`src/sv/itffa_pkg.sv`:
```
// ----------------------------------------------------------------------------
// itffa_pkg
// Types and constants of the first-fit interval tag allocator.
// ----------------------------------------------------------------------------
`timescale 1ns / 1ps
`default_nettype none

package itffa_pkg;

  // Sequencer states.
  typedef enum logic [1:0] {
    S_IDLE,
    S_SCAN,
    S_PICK,
    S_OUT
  } state_e;

  // Result status codes.
  typedef enum logic [2:0] {
    ST_EXISTING = 3'd0,
    ST_NEW      = 3'd1,
    ST_CLEARED  = 3'd2,
    ST_NO_TAG   = 3'd3,
    ST_FULL     = 3'd4,
    ST_ORDER    = 3'd5
  } status_e;

  // Item kinds.
  localparam logic KIND_ALLOC = 1'b0;
  localparam logic KIND_CLEAR = 1'b1;

  // Configuration register map (word index).
  localparam logic REG_TAG_LIMIT = 1'b0;
  localparam int unsigned ADDR_W = 3;
  localparam int unsigned DATA_W = 32;
  localparam int unsigned LIMIT_W = 5;
  localparam logic [LIMIT_W-1:0] TAG_LIMIT_RESET = 5'd8;

  // Intervals whose last stage minus first stage is below this never conflict.
  localparam int unsigned MIN_SPAN = 2;

endpackage

`default_nettype wire

```
`src/sv/interval_tag_first_fit_allocator_unit.sv`:
```
// ----------------------------------------------------------------------------
// interval_tag_first_fit_allocator_unit
// First-fit tag allocator for stage intervals with a stored interval table.
// ----------------------------------------------------------------------------
// Usage:
//   The input channel carries one item per beat: an allocate item (kind 0)
//   with first stage, last stage and thread, or a clear item (kind 1). The
//   output channel carries one result beat per item: tag, status, tag count
//   and the over-limit flag. tag_limit is written over the APB port.
// Sequencing:
//   Clear items and items rejected for stage order or a full store offer
//   their result in the cycle after the accepting edge. An allocate item
//   scans every stored interval through one shared conflict comparator,
//   one entry per cycle out of the interval memory, then walks the open
//   tags one per cycle to find the lowest free one, or else opens a new
//   tag if any is left. The next item is taken only once the result beat
//   has been accepted; in_stall_o is high from the accepting edge until then.
// Reset:
//   Empties the store, closes all tags and sets tag_limit to 8. The memory
//   itself is not cleared; only entries below the fill count are read.
// Stall:
//   While out_stall_i is high the result beat holds and no item is taken.
// ----------------------------------------------------------------------------
`timescale 1ns / 1ps
`default_nettype none

module interval_tag_first_fit_allocator_unit #(
  parameter int unsigned MAX_ENTRIES = 64,
  parameter int unsigned MAX_TAGS    = 16,
  parameter int unsigned STAGE_BITS  = 5
) (
  input  wire logic                                 clk_i,
  input  wire logic                                 rst_ni,
  // APB configuration port
  input  wire logic                                 psel,
  input  wire logic                                 penable,
  input  wire logic                                 pwrite,
  input  wire logic [itffa_pkg::ADDR_W-1:0]         paddr,
  input  wire logic [itffa_pkg::DATA_W-1:0]         pwdata,
  output logic      [itffa_pkg::DATA_W-1:0]         prdata,
  output logic                                      pready,
  // Input channel
  input  wire logic                                 in_valid_i,
  output logic                                      in_stall_o,
  input  wire logic                                 kind_i,
  input  wire logic [STAGE_BITS-1:0]                first_stage_i,
  input  wire logic [STAGE_BITS-1:0]                last_stage_i,
  input  wire logic [1:0]                           thread_id_i,
  // Output channel
  output logic                                      out_valid_o,
  input  wire logic                                 out_stall_i,
  output logic      [$clog2(MAX_TAGS)-1:0]          tag_o,
  output logic      [2:0]                           status_o,
  output logic      [$clog2(MAX_TAGS+1)-1:0]        tag_count_o,
  output logic                                      over_limit_o
);

  import itffa_pkg::*;

  localparam int unsigned AW  = $clog2(MAX_ENTRIES);
  localparam int unsigned CW  = $clog2(MAX_ENTRIES + 1);
  localparam int unsigned TGW = $clog2(MAX_TAGS);
  localparam int unsigned TCW = $clog2(MAX_TAGS + 1);
  localparam int unsigned LW  = (TCW > LIMIT_W) ? TCW : LIMIT_W;
  localparam int unsigned EW  = 2 * STAGE_BITS + 2 + TGW;

  // Entry word layout: {first, last, thread, tag}.
  localparam int unsigned TAG_LSB    = 0;
  localparam int unsigned THREAD_LSB = TGW;
  localparam int unsigned LAST_LSB   = TGW + 2;
  localparam int unsigned FIRST_LSB  = TGW + 2 + STAGE_BITS;

  state_e                 state_q, state_d;
  logic [STAGE_BITS-1:0]  first_q, first_d;
  logic [STAGE_BITS-1:0]  last_q, last_d;
  logic [1:0]             thread_q, thread_d;
  logic [CW-1:0]          entry_count_q, entry_count_d;
  logic [TCW-1:0]         tags_open_q, tags_open_d;
  logic [LIMIT_W-1:0]     tag_limit_q;
  logic [CW-1:0]          rd_idx_q, rd_idx_d;
  logic                   rvalid_q, rvalid_d;
  logic [MAX_TAGS-1:0]    busy_q, busy_d;
  logic [TCW-1:0]         pick_q, pick_d;
  logic [TGW-1:0]         res_tag_q, res_tag_d;
  logic [2:0]             res_status_q, res_status_d;
  logic [TCW-1:0]         res_count_q, res_count_d;

  logic [EW-1:0]          entry_mem_q [MAX_ENTRIES];
  logic [EW-1:0]          rd_data_q;
  logic                   mem_we, mem_re;
  logic [EW-1:0]          wr_data;

  logic [STAGE_BITS-1:0]  rd_first, rd_last;
  logic [1:0]             rd_thread;
  logic [TGW-1:0]         rd_tag;
  logic                   short_span, hit;
  logic                   cfg_sel, cfg_we;

  // --------------------------------------------------------------------------
  // Configuration port
  // --------------------------------------------------------------------------
  assign cfg_sel = (paddr[ADDR_W-1] == REG_TAG_LIMIT);
  assign cfg_we  = psel && penable && pwrite && pready && cfg_sel;
  assign pready  = 1'b1;
  assign prdata  = cfg_sel ? DATA_W'(tag_limit_q) : '0;

  always_ff @(posedge clk_i or negedge rst_ni) begin
    if (!rst_ni) begin
      tag_limit_q <= TAG_LIMIT_RESET;
    end else if (cfg_we) begin
      tag_limit_q <= pwdata[LIMIT_W-1:0];
    end
  end

  // --------------------------------------------------------------------------
  // Interval memory: one write port, one registered read port
  // --------------------------------------------------------------------------
  assign wr_data = {first_q, last_q, thread_q, pick_q[TGW-1:0]};

  always_ff @(posedge clk_i) begin
    if (mem_we) begin
      entry_mem_q[entry_count_q[AW-1:0]] <= wr_data;
    end
    if (mem_re) begin
      rd_data_q <= entry_mem_q[rd_idx_q[AW-1:0]];
    end
  end

  assign rd_first  = rd_data_q[FIRST_LSB +: STAGE_BITS];
  assign rd_last   = rd_data_q[LAST_LSB +: STAGE_BITS];
  assign rd_thread = rd_data_q[THREAD_LSB +: 2];
  assign rd_tag    = rd_data_q[TAG_LSB +: TGW];

  // Shared conflict comparator. Both intervals are well ordered here, so the
  // span subtractions cannot wrap.
  assign short_span = ((last_q - first_q) < STAGE_BITS'(MIN_SPAN)) ||
                      ((rd_last - rd_first) < STAGE_BITS'(MIN_SPAN));

  always_comb begin
    if (short_span) begin
      hit = 1'b0;
    end else if (thread_q == rd_thread) begin
      hit = !((first_q >= rd_last) || (last_q <= rd_first));
    end else begin
      hit = !((first_q > rd_last) || (last_q < rd_first));
    end
  end

  // --------------------------------------------------------------------------
  // Sequencer
  // --------------------------------------------------------------------------
  always_ff @(posedge clk_i or negedge rst_ni) begin
    if (!rst_ni) begin
      state_q       <= S_IDLE;
      entry_count_q <= '0;
      tags_open_q   <= '0;
      rd_idx_q      <= '0;
      rvalid_q      <= 1'b0;
      busy_q        <= '0;
      pick_q        <= '0;
    end else begin
      state_q       <= state_d;
      entry_count_q <= entry_count_d;
      tags_open_q   <= tags_open_d;
      rd_idx_q      <= rd_idx_d;
      rvalid_q      <= rvalid_d;
      busy_q        <= busy_d;
      pick_q        <= pick_d;
    end
  end

  always_ff @(posedge clk_i) begin
    first_q      <= first_d;
    last_q       <= last_d;
    thread_q     <= thread_d;
    res_tag_q    <= res_tag_d;
    res_status_q <= res_status_d;
    res_count_q  <= res_count_d;
  end

  always_comb begin
    state_d       = state_q;
    first_d       = first_q;
    last_d        = last_q;
    thread_d      = thread_q;
    entry_count_d = entry_count_q;
    tags_open_d   = tags_open_q;
    rd_idx_d      = rd_idx_q;
    rvalid_d      = rvalid_q;
    busy_d        = busy_q;
    pick_d        = pick_q;
    res_tag_d     = res_tag_q;
    res_status_d  = res_status_q;
    res_count_d   = res_count_q;
    mem_we        = 1'b0;
    mem_re        = 1'b0;

    unique case (state_q)
      S_IDLE: begin
        if (in_valid_i) begin
          first_d      = first_stage_i;
          last_d       = last_stage_i;
          thread_d     = thread_id_i;
          rd_idx_d     = '0;
          rvalid_d     = 1'b0;
          busy_d       = '0;
          pick_d       = '0;
          res_tag_d    = '0;
          res_count_d  = tags_open_q;
          if (kind_i == KIND_CLEAR) begin
            entry_count_d = '0;
            tags_open_d   = '0;
            res_status_d  = ST_CLEARED;
            res_count_d   = '0;
            state_d       = S_OUT;
          end else if (first_stage_i > last_stage_i) begin
            res_status_d = ST_ORDER;
            state_d      = S_OUT;
          end else if (entry_count_q == CW'(MAX_ENTRIES)) begin
            res_status_d = ST_FULL;
            state_d      = S_OUT;
          end else begin
            state_d = S_SCAN;
          end
        end
      end

      S_SCAN: begin
        // Issue one read per cycle while the previous word goes through the
        // comparator.
        if (rd_idx_q != entry_count_q) begin
          mem_re   = 1'b1;
          rd_idx_d = rd_idx_q + 1'b1;
          rvalid_d = 1'b1;
        end else begin
          rvalid_d = 1'b0;
        end
        if (rvalid_q && hit) begin
          busy_d[rd_tag] = 1'b1;
        end
        if ((rd_idx_q == entry_count_q) && !rvalid_q) begin
          state_d = S_PICK;
        end
      end

      S_PICK: begin
        if (pick_q == tags_open_q) begin
          if (tags_open_q == TCW'(MAX_TAGS)) begin
            res_tag_d    = '0;
            res_status_d = ST_NO_TAG;
            res_count_d  = tags_open_q;
          end else begin
            mem_we        = 1'b1;
            entry_count_d = entry_count_q + 1'b1;
            tags_open_d   = tags_open_q + 1'b1;
            res_tag_d     = pick_q[TGW-1:0];
            res_status_d  = ST_NEW;
            res_count_d   = tags_open_q + 1'b1;
          end
          state_d = S_OUT;
        end else if (!busy_q[pick_q[TGW-1:0]]) begin
          mem_we        = 1'b1;
          entry_count_d = entry_count_q + 1'b1;
          res_tag_d     = pick_q[TGW-1:0];
          res_status_d  = ST_EXISTING;
          res_count_d   = tags_open_q;
          state_d       = S_OUT;
        end else begin
          pick_d = pick_q + 1'b1;
        end
      end

      S_OUT: begin
        if (!out_stall_i) begin
          state_d = S_IDLE;
        end
      end

      default: begin
        state_d = S_IDLE;
      end
    endcase
  end

  // --------------------------------------------------------------------------
  // Ports
  // --------------------------------------------------------------------------
  assign in_stall_o   = (state_q != S_IDLE);
  assign out_valid_o  = (state_q == S_OUT);
  assign tag_o        = res_tag_q;
  assign status_o     = res_status_q;
  assign tag_count_o  = res_count_q;
  assign over_limit_o = (LW'(res_count_q) >= LW'(tag_limit_q));

endmodule

`default_nettype wire

```
`config.mk`:
```
export PLATFORM = sky130hd
export DESIGN_NAME = interval_tag_first_fit_allocator_unit
export DESIGN_NICKNAME = d
export VERILOG_FILES = /design/src/sv/itffa_pkg.sv /design/src/sv/interval_tag_first_fit_allocator_unit.sv
export SDC_FILE = /design/constraint.sdc
export NUM_CORES = 1
export LEC_CHECK = 0
export ABC_AREA = 1
export BUFFER_PORTS_ARGS = -buffer_cell sky130_fd_sc_hd__clkbuf_2
export CORE_ASPECT_RATIO = 0.75
export CORE_UTILIZATION = 65
export DETAILED_ROUTE_END_ITERATION = 8
export PLACE_DENSITY = 0.82
export SETUP_SLACK_MARGIN = 0.5
export SYNTH_ARGS = -nofsm -noshare
export SYNTH_HDL_FRONTEND = slang
export SYNTH_SLANG_ARGS = --single-unit
```
`constraint.sdc`:
```
create_clock -name clk_i -period 8.25 [get_ports clk_i]
set_input_delay 0.825 -clock clk_i [delete_from_list [all_inputs] [get_ports clk_i]]
set_output_delay 0.825 -clock clk_i [all_outputs]
set_load 0.01 [all_outputs]
```
==> impl_metrics.tcl <==
set metrics [dict create \
    r2r_cells 10 \
    p_leak_nw 17.11 \
    crit_start "rd_idx_q[0]" \
    nets 3886 \
    hold_viol 0 \
    drv_cap 0 \
    synth-seq-cells 1112 \
    drt_iter0_markers 4920 \
    crit_arrival_ns 4.96 \
    diodes 0 \
    clockRootBuffer "clkbuf_16" \
    drt_pass1_iterations 6 \
    synth_ff_type "edfxtp_1" \
    period_share_pct 53.81 \
    synth-xor-area-share_pct 0.4151 \
    die_area_mm2 0.07203 \
    setup_slack_ns 3.811 \
    clk_path_buf_depth 3 \
    finalInstanceArea_mm2 0.05052 \
    synth_top_family_by_area "simple AND/OR/NAND/NOR gates" \
    irDropWorstVdd_uv 224.2 \
    grt_pass1_wl_mm 173.2 \
    clock.fmax_mhz 225.3 \
    power_density_mw_per_mm2 317.6 \
    syn_avg_cell_area_um2 12.21 \
    viasPerCell 6.413 \
    die_h_um 232.7 \
    r2r_end "rd_data_q[1]" \
    rows 84 \
    cts_setup_buffers 0 \
    place_ws_ns 4.122 \
    gp_congestion 0.8847 \
    crit_path_end_kind "register" \
    drc 0 \
    fillers 4383 \
    rsz0062_at_grt "false" \
    grt_pass1_vias 28810 \
    r2r_setup_slack_ns 3.81 \
    start_util_pct 65.79 \
    slew_violations 0 \
    routedWlPerCell_um 24.34 \
    cp_top_family "buffers and inverters" \
    yosysSeqAreaShare_pct 71.88 \
    fp.dieW_um 309.6 \
    worstPathRequired_ns 8.77 \
    path_max_fanout 221 \
    max_stage_delay_ns 0.96 \
    totalPowerFinal_mw 16.04 \
    cts_buffers 98 \
    routed_wl_mm 117.3 \
    r2r_start "rd_idx_q[0]" \
    htree_num_levels 3 \
    clkTransAtPathRegs_ns 0.07 \
    fin_util_pct 72.07 \
    yosysWarnings 0 \
    synth_edf_count 1064 \
    holdWs_ns 0.2604 \
    crit_type "reg2reg" \
    antenna_found_initial 2 \
    final_cells 4819 \
    cts_hold_buf 0 \
    synthSimpleGateAreaFrac_pct 11.99 \
    ios 103 \
    cp_cell_sequence "buf_4, buf_12, nor2_1, nor2_1, o21ai_0, o211ai_1, nand3_1, nand3_1, nand3_1, nand2_1" \
    worstMarginPinSlew_ns 1.173 \
    hp-class "in2async" \
    synth_compound_area_share_pct 10.87 \
    outcome "complete, no violations" \
    placed_area_mm2 0.04715 \
    cp-start-kind "register" \
    path_depth 10 \
    drive_gt1_share_pct 8.830 \
    relSlewSlack_pct 21.49 \
    syn_inst 3777 \
    vias 30910 \
    clk_latency_ns 0.69 \
    synth.area.mux_share_pct 0 \
    syn2layout_area_growth_pct 9.544 \
    slowest_stage "dfrtp_4" \
    async_flop_share_pct 4.317 \
    fin_tns_setup_ns 0 \
    synthDistinctLibCells 41 \
    finalCriticalPeriod_ns 4.439 \
    drt.antenna.violating_nets 0 \
    grt_max_degree 222 \
    cp_common_cell "nand3_1" \
    crit_buf_inv 2 \
    placed_cells 4638 \
    clock_skew_ns 0.04362 \
    syn-cell-area_mm2 0.04612 \
    cts_sinks 1112 \
    crit_path_end "rd_data_q[1]" \
    grt_remaining_overflow 0 \
    synthAdderAreaFrac_pct 1.091 \
    core_mm2 0.07010 \
    port_buffers 45 \
    cts-resized-gates 0 \
    cts_tree "yes" \
    dp_hpwl_mm 61.37 \
    setup_viol 0 \
    grt_use_total_pct 32.68 \
]
==> routing by layer <==
metal | routed length, µm | share of wire [%] | track usage (%) | vias to the layer above
li1 | - | - | - | 13610
met4 | 4497 | 3.8 | 12.39 | 4
met2 | 51530 | 44 | 47.85 | 2222
met5 | 33 | 0.028 | 0 | -
met1 | 44190 | 38 | 47.44 | 14770
met3 | 17020 | 15 | 8.489 | 298
==> flip-flops by register name, indices dropped and copies added (netlist names) <==
register       flops
busy_q            16
entry_count_q      7
entry_mem_q     1024
first_q            5
last_q             5
pick_q             5
rd_data_q         16
rd_idx_q           7
rvalid_q           1
state_q            2
status_o           3
tag_count_o        5
tag_limit_q        5
tag_o              4
tags_open_q        5
thread_q           2
==> worst min-delay path by stage <==
stage                   startpoint  depth (start not counted)  slack, ns     endpoint
detailed placement       busy_q[3]                          2       0.46    busy_q[3]
floorplan               busy_q[10]                          2       0.44   busy_q[10]
CTS                         rst_ni                          2       0.28   busy_q[14]
global route        thread_id_i[0]                          1       0.30  thread_q[0]
finish                      rst_ni                          2       0.26   busy_q[14]
global placement         busy_q[3]                          2       0.46    busy_q[3]
==> cells by family after synthesis <==
| logic type | after synthesis |
|---|---|
| xor gates and xnor gates | 21 |
| adders and majority gates | 39 |
| other | 2 |
| DFF | 1112 |
| AOI/OAI and AO/OA | 904 |
| and+or+nand+nor | 1336 |
| buffers and inverters | 363 |
==> power by group <==
group,total [mW],internal [mW],leakage (nW),switching (mW)
clock network,4.82,2.75,1.65,2.07
registers,6.73,6.56,10.1,0.178
logic,4.49,1.13,5.36,3.35
==> synth_stat cells, types with 2 or more instances <==
master / number / share of area [%]
inv_1: 98 / 0.80
nor2_1: 810 / 6.6
o21ai_1: 68 / 0.74
inv_2: 6 / 0.049
ha_1: 37 / 1.0
xnor2_1: 7 / 0.13
fa_1: 2 / 0.087
nand3_1: 186 / 2.0
o211ai_1: 132 / 2.1
xor2_1: 13 / 0.25
nand2_2: 5 / 0.068
nand2_1: 294 / 2.4
edfxtp_1: 1064 / 69
o22ai_1: 122 / 1.7
conb_1: 2 / 0.016
buf_4: 52 / 0.85
nand4_1: 15 / 0.20
buf_2: 70 / 0.76
or2_2: 3 / 0.041
buf_6: 10 / 0.24
clkbuf_1: 111 / 0.90
dfrtp_1: 47 / 2.6
nor3_1: 3 / 0.033
a21oi_1: 101 / 1.1
nand4_4: 8 / 0.37
o21ai_0: 478 / 5.2
buf_1: 15 / 0.12
nor3b_1: 3 / 0.049
o21bai_1: 3 / 0.049
==> area by class of cell <==
type	count	area, µm²	share of cell area (%)
multi-input cells	2328	11350	22.47
well taps	946	1184	2.343
repair buffers	148	1049	2.075
clock buffers	113	2530	5.008
inverters	104	399.1	0.7900
clock inverters	68	838.3	1.659
flip-flops and latches	1112	33170	65.65
==> cells in the final DEF (no fill, tap or decap), types with 13 or more instances in the layout <==
master	instances
nand4_1	15
o22ai_1	122
buf_4	99
conb_1	28
clkinv_2	26
nor2_1	808
clkbuf_1	14
xor2_1	13
o21ai_0	478
ha_1	37
inv_1	95
edfxtp_1	1064
nand2_1	294
clkinv_1	16
o211ai_1	132
o21ai_1	68
nand3_1	186
clkbuf_2	45
a21oi_1	101
bufinv_16	17
clkbuf_16	99
dfrtp_1	40
(Power assumes the default switching activity.)
